### src/rtl/u16u8_pkg.sv
// Shared types and constants for the UTF-16LE to UTF-8 transcoder.
`timescale 1ns / 1ps
`default_nettype none
package u16u8_pkg;

	localparam int unsigned Q_DEPTH = 4;
	localparam int unsigned Q_AW    = $clog2(Q_DEPTH);
	localparam int unsigned Q_CW    = $clog2(Q_DEPTH + 1);

	localparam logic [5:0]  SURR_HIGH_TAG = 6'b110110;
	localparam logic [20:0] SUPP_BASE     = 21'h10000;

	typedef struct packed {
		logic [3:0][7:0] bytes;
		logic [2:0]      count;
		logic            eos;
		logic            err;
	} job_t;

endpackage
`default_nettype wire

### src/rtl/u16u8_front.sv
// Front end: accepts code units, pairs surrogates and encodes code points into byte jobs.
`timescale 1ns / 1ps
`default_nettype none
module u16u8_front (
	input  wire logic             clk,
	input  wire logic             arst_n,
	input  wire logic             unit_valid,
	output logic                  unit_ready,
	input  wire logic [15:0]      code_unit,
	input  wire logic             last_unit,
	input  wire logic             q_full,
	output logic                  q_push,
	output u16u8_pkg::job_t       q_data
);
	import u16u8_pkg::*;

	logic [9:0]  held_q;
	logic        pending_q;
	logic        accept;
	logic        is_high;
	logic [20:0] cp;
	logic [2:0]  n;
	logic [3:0][7:0] b;

	assign unit_ready = !q_full;
	assign accept     = unit_valid && unit_ready;
	assign is_high    = (code_unit[15:10] == SURR_HIGH_TAG);

	always_comb begin
		if (pending_q) begin
			cp = {1'b0, held_q, code_unit[9:0]} + SUPP_BASE;
		end else begin
			cp = {5'b0, code_unit};
		end
	end

	always_comb begin
		b = '0;
		n = 3'd0;
		priority if (cp == 21'd0) begin
			n = 3'd0;
		end else if (cp < 21'h80) begin
			n    = 3'd1;
			b[0] = cp[7:0];
		end else if (cp < 21'h800) begin
			n    = 3'd2;
			b[0] = {3'b110, cp[10:6]};
			b[1] = {2'b10, cp[5:0]};
		end else if (cp < 21'h10000) begin
			n    = 3'd3;
			b[0] = {4'b1110, cp[15:12]};
			b[1] = {2'b10, cp[11:6]};
			b[2] = {2'b10, cp[5:0]};
		end else begin
			n    = 3'd4;
			b[0] = {5'b11110, cp[20:18]};
			b[1] = {2'b10, cp[17:12]};
			b[2] = {2'b10, cp[11:6]};
			b[3] = {2'b10, cp[5:0]};
		end
	end

	always_comb begin
		q_push = 1'b0;
		q_data = '{bytes: b, count: n, eos: last_unit, err: 1'b0};
		if (!pending_q && is_high) begin
			q_data = '{bytes: '0, count: 3'd0, eos: 1'b1, err: 1'b1};
			q_push = accept && last_unit;
		end else begin
			q_push = accept && ((n != 3'd0) || last_unit);
		end
	end

	always_ff @(posedge clk or negedge arst_n) begin
		if (!arst_n) begin
			pending_q <= 1'b0;
			held_q    <= '0;
		end else if (accept) begin
			if (!pending_q && is_high && !last_unit) begin
				pending_q <= 1'b1;
				held_q    <= code_unit[9:0];
			end else begin
				pending_q <= 1'b0;
				held_q    <= '0;
			end
		end
	end

endmodule
`default_nettype wire

### src/rtl/u16u8_queue.sv
// Small job queue between the front end and the byte emitter.
`timescale 1ns / 1ps
`default_nettype none
module u16u8_queue (
	input  wire logic             clk,
	input  wire logic             arst_n,
	input  wire logic             push,
	input  wire u16u8_pkg::job_t  wdata,
	output logic                  full,
	input  wire logic             pop,
	output u16u8_pkg::job_t       rdata,
	output logic                  empty
);
	import u16u8_pkg::*;

	job_t              mem_q [Q_DEPTH];
	logic [Q_AW-1:0]   wr_ptr_q;
	logic [Q_AW-1:0]   rd_ptr_q;
	logic [Q_CW-1:0]   cnt_q;
	logic              do_push;
	logic              do_pop;

	assign full    = (cnt_q == Q_CW'(Q_DEPTH));
	assign empty   = (cnt_q == '0);
	assign do_push = push && !full;
	assign do_pop  = pop && !empty;
	assign rdata   = mem_q[rd_ptr_q];

	always_ff @(posedge clk) begin
		if (do_push) begin
			mem_q[wr_ptr_q] <= wdata;
		end
	end

	always_ff @(posedge clk or negedge arst_n) begin
		if (!arst_n) begin
			wr_ptr_q <= '0;
			rd_ptr_q <= '0;
			cnt_q    <= '0;
		end else begin
			if (do_push) begin
				wr_ptr_q <= wr_ptr_q + 1'b1;
			end
			if (do_pop) begin
				rd_ptr_q <= rd_ptr_q + 1'b1;
			end
			unique case ({do_push, do_pop})
				2'b10:   cnt_q <= cnt_q + 1'b1;
				2'b01:   cnt_q <= cnt_q - 1'b1;
				default: cnt_q <= cnt_q;
			endcase
		end
	end

endmodule
`default_nettype wire

### src/rtl/u16u8_back.sv
// Back end: walks the head job byte by byte into the output register.
`timescale 1ns / 1ps
`default_nettype none
module u16u8_back (
	input  wire logic             clk,
	input  wire logic             arst_n,
	input  wire u16u8_pkg::job_t  head,
	input  wire logic             q_empty,
	output logic                  q_pop,
	output logic                  out_valid,
	input  wire logic             out_ready,
	output logic [7:0]            out_byte,
	output logic                  byte_valid,
	output logic                  end_of_stream,
	output logic                  error
);
	import u16u8_pkg::*;

	logic [1:0] idx_q;
	logic       valid_q;
	logic [7:0] byte_q;
	logic       bval_q;
	logic       eos_q;
	logic       err_q;
	logic       load;
	logic       last_byte;

	assign load      = !q_empty && (!valid_q || out_ready);
	assign last_byte = (head.count == 3'd0) || (({1'b0, idx_q} + 3'd1) == head.count);
	assign q_pop     = load && last_byte;

	always_ff @(posedge clk or negedge arst_n) begin
		if (!arst_n) begin
			valid_q <= 1'b0;
			idx_q   <= '0;
		end else begin
			if (load) begin
				valid_q <= 1'b1;
				idx_q   <= last_byte ? 2'd0 : idx_q + 2'd1;
			end else if (out_ready) begin
				valid_q <= 1'b0;
			end
		end
	end

	always_ff @(posedge clk) begin
		if (load) begin
			byte_q <= head.bytes[idx_q];
			bval_q <= (head.count != 3'd0);
			eos_q  <= head.eos && last_byte;
			err_q  <= head.err;
		end
	end

	assign out_valid     = valid_q;
	assign out_byte      = byte_q;
	assign byte_valid    = bval_q;
	assign end_of_stream = eos_q;
	assign error         = err_q;

endmodule
`default_nettype wire

### src/rtl/utf16le_to_utf8_transcoder.sv
// Top level of the UTF-16LE to UTF-8 transcoder.
// One UTF-16 code unit enters per item and UTF-8 bytes leave one per cycle, while the sink is
// ready, from a registered output: a unit yields as many bytes as its character needs (1 to 3
// for a BMP character, 3 for most text above U+07FF, 4 for a surrogate pair spread over its two
// units), and the output register's one-byte-per-cycle drain while the sink is ready sets the
// sustained rate. A held high surrogate yields nothing until its partner arrives; a zero unit
// yields nothing unless it is last, when a bare end marker (no valid byte) closes the string. A
// string ending on a high surrogate closes with a marker flagged as an error. A four-entry job
// queue lets the input keep accepting while earlier bytes drain.
`timescale 1ns / 1ps
`default_nettype none
module utf16le_to_utf8_transcoder (
	input  wire logic        clk,
	input  wire logic        arst_n,
	input  wire logic        s_axis_tvalid,
	output logic             s_axis_tready,
	input  wire logic [15:0] s_axis_tdata,  // [15:0] code_unit
	input  wire logic        s_axis_tlast,
	output logic             m_axis_tvalid,
	input  wire logic        m_axis_tready,
	output logic [7:0]       m_axis_tdata,  // [7:0] out_byte
	output logic [1:0]       m_axis_tuser,  // [0] byte_valid, [1] error
	output logic             m_axis_tlast
);
	import u16u8_pkg::*;

	logic q_full;
	logic q_push;
	logic q_pop;
	logic q_empty;
	job_t q_wdata;
	job_t q_rdata;

	u16u8_front u_front (
		.clk        (clk),
		.arst_n     (arst_n),
		.unit_valid (s_axis_tvalid),
		.unit_ready (s_axis_tready),
		.code_unit  (s_axis_tdata),
		.last_unit  (s_axis_tlast),
		.q_full     (q_full),
		.q_push     (q_push),
		.q_data     (q_wdata)
	);

	u16u8_queue u_queue (
		.clk    (clk),
		.arst_n (arst_n),
		.push   (q_push),
		.wdata  (q_wdata),
		.full   (q_full),
		.pop    (q_pop),
		.rdata  (q_rdata),
		.empty  (q_empty)
	);

	u16u8_back u_back (
		.clk           (clk),
		.arst_n        (arst_n),
		.head          (q_rdata),
		.q_empty       (q_empty),
		.q_pop         (q_pop),
		.out_valid     (m_axis_tvalid),
		.out_ready     (m_axis_tready),
		.out_byte      (m_axis_tdata),
		.byte_valid    (m_axis_tuser[0]),
		.end_of_stream (m_axis_tlast),
		.error         (m_axis_tuser[1])
	);

	a_err_is_end_marker: assert property (@(posedge clk) disable iff (!arst_n)
		m_axis_tvalid && m_axis_tuser[1] |-> m_axis_tlast && !m_axis_tuser[0])
		else $error("error item is not a bare end marker");

	a_marker_is_end: assert property (@(posedge clk) disable iff (!arst_n)
		m_axis_tvalid && !m_axis_tuser[0] |-> m_axis_tlast && (m_axis_tdata == 8'd0))
		else $error("item without valid byte is not a zero end marker");

	a_no_push_when_full: assert property (@(posedge clk) disable iff (!arst_n)
		q_full |-> !q_push)
		else $error("job written into full queue");

endmodule
`default_nettype wire
### config.mk
export PLATFORM = sky130hd
export DESIGN_NAME = utf16le_to_utf8_transcoder
export DESIGN_NICKNAME = d
export VERILOG_FILES = /design/src/rtl/u16u8_pkg.sv /design/src/rtl/u16u8_front.sv /design/src/rtl/u16u8_queue.sv /design/src/rtl/u16u8_back.sv /design/src/rtl/utf16le_to_utf8_transcoder.sv
export SDC_FILE = /design/constraint.sdc
export NUM_CORES = 1
export LEC_CHECK = 0
export ABC_AREA = 1
export BUFFER_PORTS_ARGS = -buffer_cell sky130_fd_sc_hd__buf_2
export CORE_MARGIN = 2
export CORE_UTILIZATION = 55
export CTS_CLUSTER_DIAMETER = 30
export DETAILED_ROUTE_END_ITERATION = 10
export GPL_TIMING_DRIVEN = 0
export PLACE_DENSITY = 0.72
export SLEW_MARGIN = 25
export SYNTH_ARGS = -nofsm -noshare
export SYNTH_HDL_FRONTEND = slang
export SYNTH_SLANG_ARGS = --single-unit
### constraint.sdc
create_clock -name clk -period 3.7 [get_ports clk]
set_input_delay 0.74 -clock clk [delete_from_list [all_inputs] [get_ports clk]]
set_output_delay 0.74 -clock clk [all_outputs]
set_load 0.01 [all_outputs]
# After elaboration in Yosys (flattened, before gate mapping)
# Memory sizes are Yosys's and may differ from the RTL's.
# Index checks and enable logic that the tools add are counted.
# word_totals
register_bits,32
mem_bits_rw,148
elab_cells,77
memories,1
# mem_list
name,words,width,rd,rd_clocked_by_memory_dff,write_ports,line_no,text
u_queue.mem_q,4,37,1,0,1,u16u8_queue.sv:16,job_t mem_q [Q_DEPTH];
# op_classes
add_sub_neg,7
magnitude_cmp,4
n_eq_ne,5
muxes,24
n_reduce_logical,25
# op_table
op,n
37-bit two-way mux,1
16-bit two-way mux,2
32-bit two-way mux,1
24-bit two-way mux,1
8-bit two-way mux,3
22-bit two-way mux,1
20-bit by 17-bit adder with 21-bit output (second input constant),1
21-bit logical NOT,1
21-bit by 12-bit < comparator with 1-bit output (second input constant),1
21-bit by 17-bit < comparator with 1-bit output (second input constant),1
21-bit by 8-bit < comparator with 1-bit output (second input constant),1
21-bit two-way mux,1
8-bit binary-select mux with 2-bit select,1
3-bit two-way mux,4
1-bit logical AND,10
10-bit two-way mux,1
2-bit by 1-bit adder with 2-bit output (second input constant),3
6-bit == test (second input constant),1
3-bit logical NOT,2
1-bit two-way mux,6
3-bit one-hot mux with 2 select lines,1
3-bit nonzero test,2
1-bit logical NOT,5
2-bit nonzero test,2
other kinds (10),12

# Logic depth before layout (Yosys ltp)
# depth
ltp_word,14
ltp_mapped,16
mapped_depth_nobuf,15

# Hierarchy
# Synthesis repeated with hierarchy kept, for this count alone.
# hier_totals
cells_unflattened,813
area_unflattened_um2,8577.0
# by_module_without_submodules
mod,instances,cells_per_inst,area_per_inst_um2,seq_area_each_um2
u16u8_queue,1,493,6344.8,4619.4
u16u8_front,1,229,1447.6,275.3
u16u8_back,1,91,784.5,405.4

# Worst setup path after synthesis
# No wires, ideal clock.
# synth_timing
kind,input-to-reg
start,input port s_axis_tdata[14]
end,memory u_queue.mem_q[0][0] (netlist name) (enable)
setup_time_ns,0.423
arrival_ns,2.819
required_time_ns,3.277
setup_slack_ns,0.458
path_stages,10
path_cell_list,inv_1 nand2_1 nand2_1 nand2_1 nor2_2 nand3_2 o21bai_4 nand2_4 nand2_4 nor2_1
# synth_between
elab_chain_len,13
word_cells_on_any_way,18
cone_classes,order compare (3); eq/ne (1); mux (8); reduce/logical (6)
# synth_lines
element,line_no,text
"start, declared",utf16le_to_utf8_transcoder.sv:17,"input wire logic [15:0] s_axis_tdata,"
21-bit two-way mux,u16u8_front.sv:30,if (pending_q) begin
21-bit by 17-bit < comparator with 1-bit output,u16u8_front.sv:49,end else if (cp < 21'h10000) begin
3-bit two-way mux,u16u8_front.sv:49,
3-bit two-way mux,u16u8_front.sv:45,end else if (cp < 21'h800) begin
3-bit two-way mux,u16u8_front.sv:42,end else if (cp < 21'h80) begin
3-bit two-way mux,u16u8_front.sv:40,priority if (cp == 21'd0) begin
3-bit nonzero test,u16u8_front.sv:70,q_push = accept && ((n != 3'd0) || last_unit);
1-bit logical OR,u16u8_front.sv:70,
1-bit logical AND,u16u8_front.sv:70,
1-bit two-way mux *,u16u8_front.sv:66,if (!pending_q && is_high) begin
1-bit logical AND *,u16u8_queue.sv:25,assign do_push = push && !full;
1-bit two-way mux *,u16u8_queue.sv:30,if (do_push) begin
1-bit two-way mux (not written as such) *,u16u8_queue.sv:31,mem_q[wr_ptr_q] <= wdata;
"end, declared",u16u8_queue.sv:16,
# Every way passes the cells marked *; elsewhere a longest branch is shown, timed or not.

# Final worst setup path
# layout_timing
start,register u_front.held_q[6]
end,register u_queue.cnt_q[2]
# layout_between
elab_chain_len,14
word_cells_on_any_way,19
cone_classes,add/sub (1); order compare (3); eq/ne (2); mux (7); reduce/logical (6)
# layout_lines
element,line_no,text
"start, declared",u16u8_front.sv:17,logic [9:0] held_q;
"start signal, assigned",u16u8_front.sv:81,held_q <= code_unit[9:0];
20-bit by 17-bit adder with 21-bit output *,u16u8_front.sv:31,"cp = {1'b0, held_q, code_unit[9:0]} + SUPP_BASE;"
21-bit two-way mux *,u16u8_front.sv:30,
21-bit by 17-bit < comparator with 1-bit output,u16u8_front.sv:49,
3-bit two-way mux,u16u8_front.sv:49,
3-bit two-way mux,u16u8_front.sv:45,
3-bit two-way mux,u16u8_front.sv:42,
3-bit two-way mux *,u16u8_front.sv:40,
3-bit nonzero test *,u16u8_front.sv:70,
1-bit logical OR *,u16u8_front.sv:70,
1-bit logical AND *,u16u8_front.sv:70,
1-bit two-way mux *,u16u8_front.sv:66,
1-bit logical AND *,u16u8_queue.sv:25,
2-bit by 1-bit == test with 1-bit output / 2-bit == test (equally long branches),u16u8_queue.sv:47,"unique case ({do_push, do_pop})"
3-bit one-hot mux with 2 select lines / 2-bit nonzero test (equally long branches),--,
"end signal, assigned",u16u8_queue.sv:48,2'b10: cnt_q <= cnt_q + 1'b1;
"end signal, assigned",u16u8_queue.sv:49,2'b01: cnt_q <= cnt_q - 1'b1;
"end signal, assigned",u16u8_queue.sv:50,default: cnt_q <= cnt_q;
"end, declared",u16u8_queue.sv:19,logic [Q_CW-1:0] cnt_q;
# Marked as above.
# A chain may end at the register's enable or synchronous reset.

==> results.json <==
{
  "worst_pin_slew_ns": 0.752,
  "pre_cts_ws_ns": 0.610,
  "fin_ws_ns": 0.831,
  "crit_arrival_ns": 3.19,
  "synth-seq-area-share_pct": 64.6,
  "routed_via_density": 5.99,
  "cts_root_buffer": "clkbuf_16",
  "grtUsageTotal_pct": 26.2,
  "grt_pass1_vias": 5073,
  "layout-drive-gt1-share_pct": 17.4,
  "fin_nets": 745,
  "slew_violations": 0,
  "min_period_ns": 2.87,
  "drc": 0,
  "power.leakage_nw": 3.23,
  "postSynth.asyncResetShare_pct": 12.8,
  "synth_seq_cells": 164,
  "clk-insertion-delay-late_ns": 0.43,
  "syn2layout_area_growth_pct": 14.5,
  "setup_viol": 0,
  "final_common_cell": "edfxtp_1",
  "comb_power_share_pct": 33.3,
  "p_per_area_mw_per_mm2": 742,
  "rows": 42,
  "start_util_pct": 56.3,
  "post_cts_buffers": 0,
  "rsz0062_at_grt": "false",
  "synth_nets": 689,
  "post-route-util_pct": 64.5,
  "grt.overflow.total": 0,
  "yosys.cell_types.count": 43,
  "fmax_mhz": 349,
  "worstPathMaxFanout": 9,
  "dp_hpwl_mm": 12.6,
  "antenna_found_initial": 0,
  "worstRegToRegCells": 14,
  "status": "complete, no violations",
  "nFillCells": 1056,
  "core_mm2": 0.0132,
  "vdd_drop_max_mv": 0.384,
  "multiInputGateArea_mm2": 0.00225,
  "slew_headroom_pct": 49.4,
  "dr.pass1.iters": 5,
  "start_kind": "register",
  "placed_cell_area_mm2": 0.00799,
  "drtAntennaViolNets": 0,
  "clkPwrFrac_pct": 25.9,
  "grt_pass1_wl_mm": 27.7,
  "die_area_mm2": 0.0145,
  "die_h_um": 120,
  "worstSetupPathType": "reg -> reg",
  "clk_pin_slew_ns": 0.06,
  "hold_buffers": 0,
  "synth-edff-count": 143,
  "gp_congestion": 0.937,
  "placed_cells": 873,
  "num_antenna_cells": 0,
  "netlist_instances": 660,
  "drt_wl_total_mm": 18.2,
  "cts_tree": "yes",
  "cts_max_path_buffers": 2,
  "switching_power_mw": 2.30,
  "tns_ns": 0,
  "final_hold_viol_count": 0,
  "final_cell_mix": "143 x edfxtp_1, 99 x nand2_1, 74 x o21ai_0",
  "clock_skew_ns": 0.0104,
  "wl_per_cell_um": 20.1,
  "yosys_warnings": 0,
  "num_io_pins": 34,
  "htree_levels": 4,
  "numCtsBuffers": 17,
  "synth-main-ff-cell": "edfxtp_1",
  "endpoint_kind": "register",
  "p_int_mw": 4.04,
  "switching_share_pct": 36.3,
  "seq_power_share_pct": 40.8,
  "required_ns": 4.02,
  "hp-class": "in -> async",
  "clock-sinks": 164,
  "drt_iter0_markers": 630,
  "fin_area_mm2": 0.00854,
  "portBuffers": 33,
  "grt_max_degree": 22,
  "via_count": 5419,
  "cts_resized": 0,
  "fin_crit_sh_pct": 77.6,
  "cap_violations": 0,
  "final_cells": 905,
  "register_area_mm2": 0.00482,
  "synth_area_per_cell_um2": 11.3,
  "syn_area_mm2": 0.00746,
  "die_w_um": 120
}
[final timing paths]
kind | endpoint | slack (ns) | start
max reg2reg | u_queue.cnt_q[2] | 0.83 | u_front.held_q[6]
min reg2reg | u_queue.cnt_q[0] | 0.47 | u_queue.cnt_q[0]
min | u_front.held_q[0] | 0.26 | arst_n
max | u_queue.cnt_q[2] | 0.83 | u_front.held_q[6]
max in group asynchronous | u_queue.rd_ptr_q[1] | 3.09 | arst_n
min in group clk | u_queue.cnt_q[0] | 0.47 | u_queue.cnt_q[0]
[cells by family (layout without fill, tap and decap cells)]
family	after synthesis	count (layout)	share of synthesized area, %
AOI/OAI and AO/OA	146	146	12.1
xor gates and xnor gates	6	6	0.704
adders and majority gates	8	8	1.44
buffers and inverters	93	162	5.67
DFF	164	164	64.6
and+or+nand+nor	243	243	15.5
[cells in the mapped netlist, types with 2 or more instances]
cell type | count | area share, %
nand3_2 | 2 | 0.27
nor2_1 | 77 | 3.9
o21ai_0 | 74 | 5.0
buf_2 | 8 | 0.54
edfxtp_1 | 143 | 58
nand3_1 | 27 | 1.8
o211ai_1 | 3 | 0.30
o21ai_1 | 9 | 0.60
nor4_2 | 2 | 0.34
buf_6 | 5 | 0.75
nand2_4 | 6 | 0.91
o22ai_1 | 15 | 1.3
clkbuf_1 | 19 | 0.96
inv_1 | 50 | 2.5
inv_2 | 5 | 0.25
nand2_2 | 8 | 0.67
clkinv_1 | 2 | 0.10
nand4_1 | 10 | 0.84
o221ai_1 | 22 | 2.6
o22ai_2 | 5 | 0.84
xor2_1 | 4 | 0.47
nand2_1 | 99 | 5.0
buf_4 | 2 | 0.20
a21oi_1 | 12 | 0.80
ha_1 | 7 | 1.2
dfrtp_1 | 21 | 7.0
nor2_2 | 3 | 0.25
nor2_4 | 3 | 0.45
xnor2_1 | 2 | 0.23
nor3_1 | 2 | 0.13
[flip-flops by register name, summed over array words and instances, names as in the netlist]
name and flops:
u_front.held_q 10, u_back.idx_q 2, u_back.end_of_stream 1, u_queue.wr_ptr_q 2
u_front.pending_q 1, u_back.out_valid 1, u_queue.rd_ptr_q 2, u_queue.cnt_q 3
u_back.error 1, u_back.byte_valid 1, u_queue.mem_q 132, u_back.out_byte 8
[through the flow]
| stage | total power, mW | hold slack (ns) |
|---|---|---|
| after detailed placement | 4.70 | 0.469 |
| after floorplan | 3.89 | 0.444 |
| after global placement | 4.55 | 0.461 |
| final | 6.34 | 0.265 |
| after global routing | 6.65 | 0.301 |
| after CTS | 6.33 | 0.270 |
[worst max-delay path, stage by stage, from the launching register on]
cell and delay, ns:
dfrtp_1 0.44, ha_1 0.32, nand2_1 0.09, o21ai_1 0.10, nor2_4 0.14, nand3_4 0.17
o21bai_4 0.25, nand2_4 0.08, nand2_4 0.15, ha_1 0.17, inv_1 0.06, fa_1 0.37
a21oi_1 0.14, o21ai_0 0.11, xnor2_1 0.13
[power groups by stage]
stage / clock, mW / sequential, mW / combinational, mW
finish: 1.64 / 2.59 / 2.11
global route: 1.72 / 2.62 / 2.31
CTS: 1.65 / 2.59 / 2.09
detailed placement: 0 / 2.62 / 2.08
global placement: 0 / 2.63 / 1.91
floorplan: 0 / 2.64 / 1.25
[metal layers]
metal	vias up	wire, um	global-route usage, %
met1	2637	7300	34.5
met3	39	1630	5.42
met2	292	8820	42.0
li1	2451	-	-
met4	0	452	12.5
met5	-	0	0
[final cells by class]
type	instances	area share, %
plain buffers	35	2.37
clock buffers	18	5.02
clock inverters	14	1.49
inverters	58	2.58
multi-input cells	403	26.3
flip-flops and latches	164	56.4
well taps	176	2.58
repair buffers	37	3.22
No activity file was read; power rests on OpenSTA's default activity.
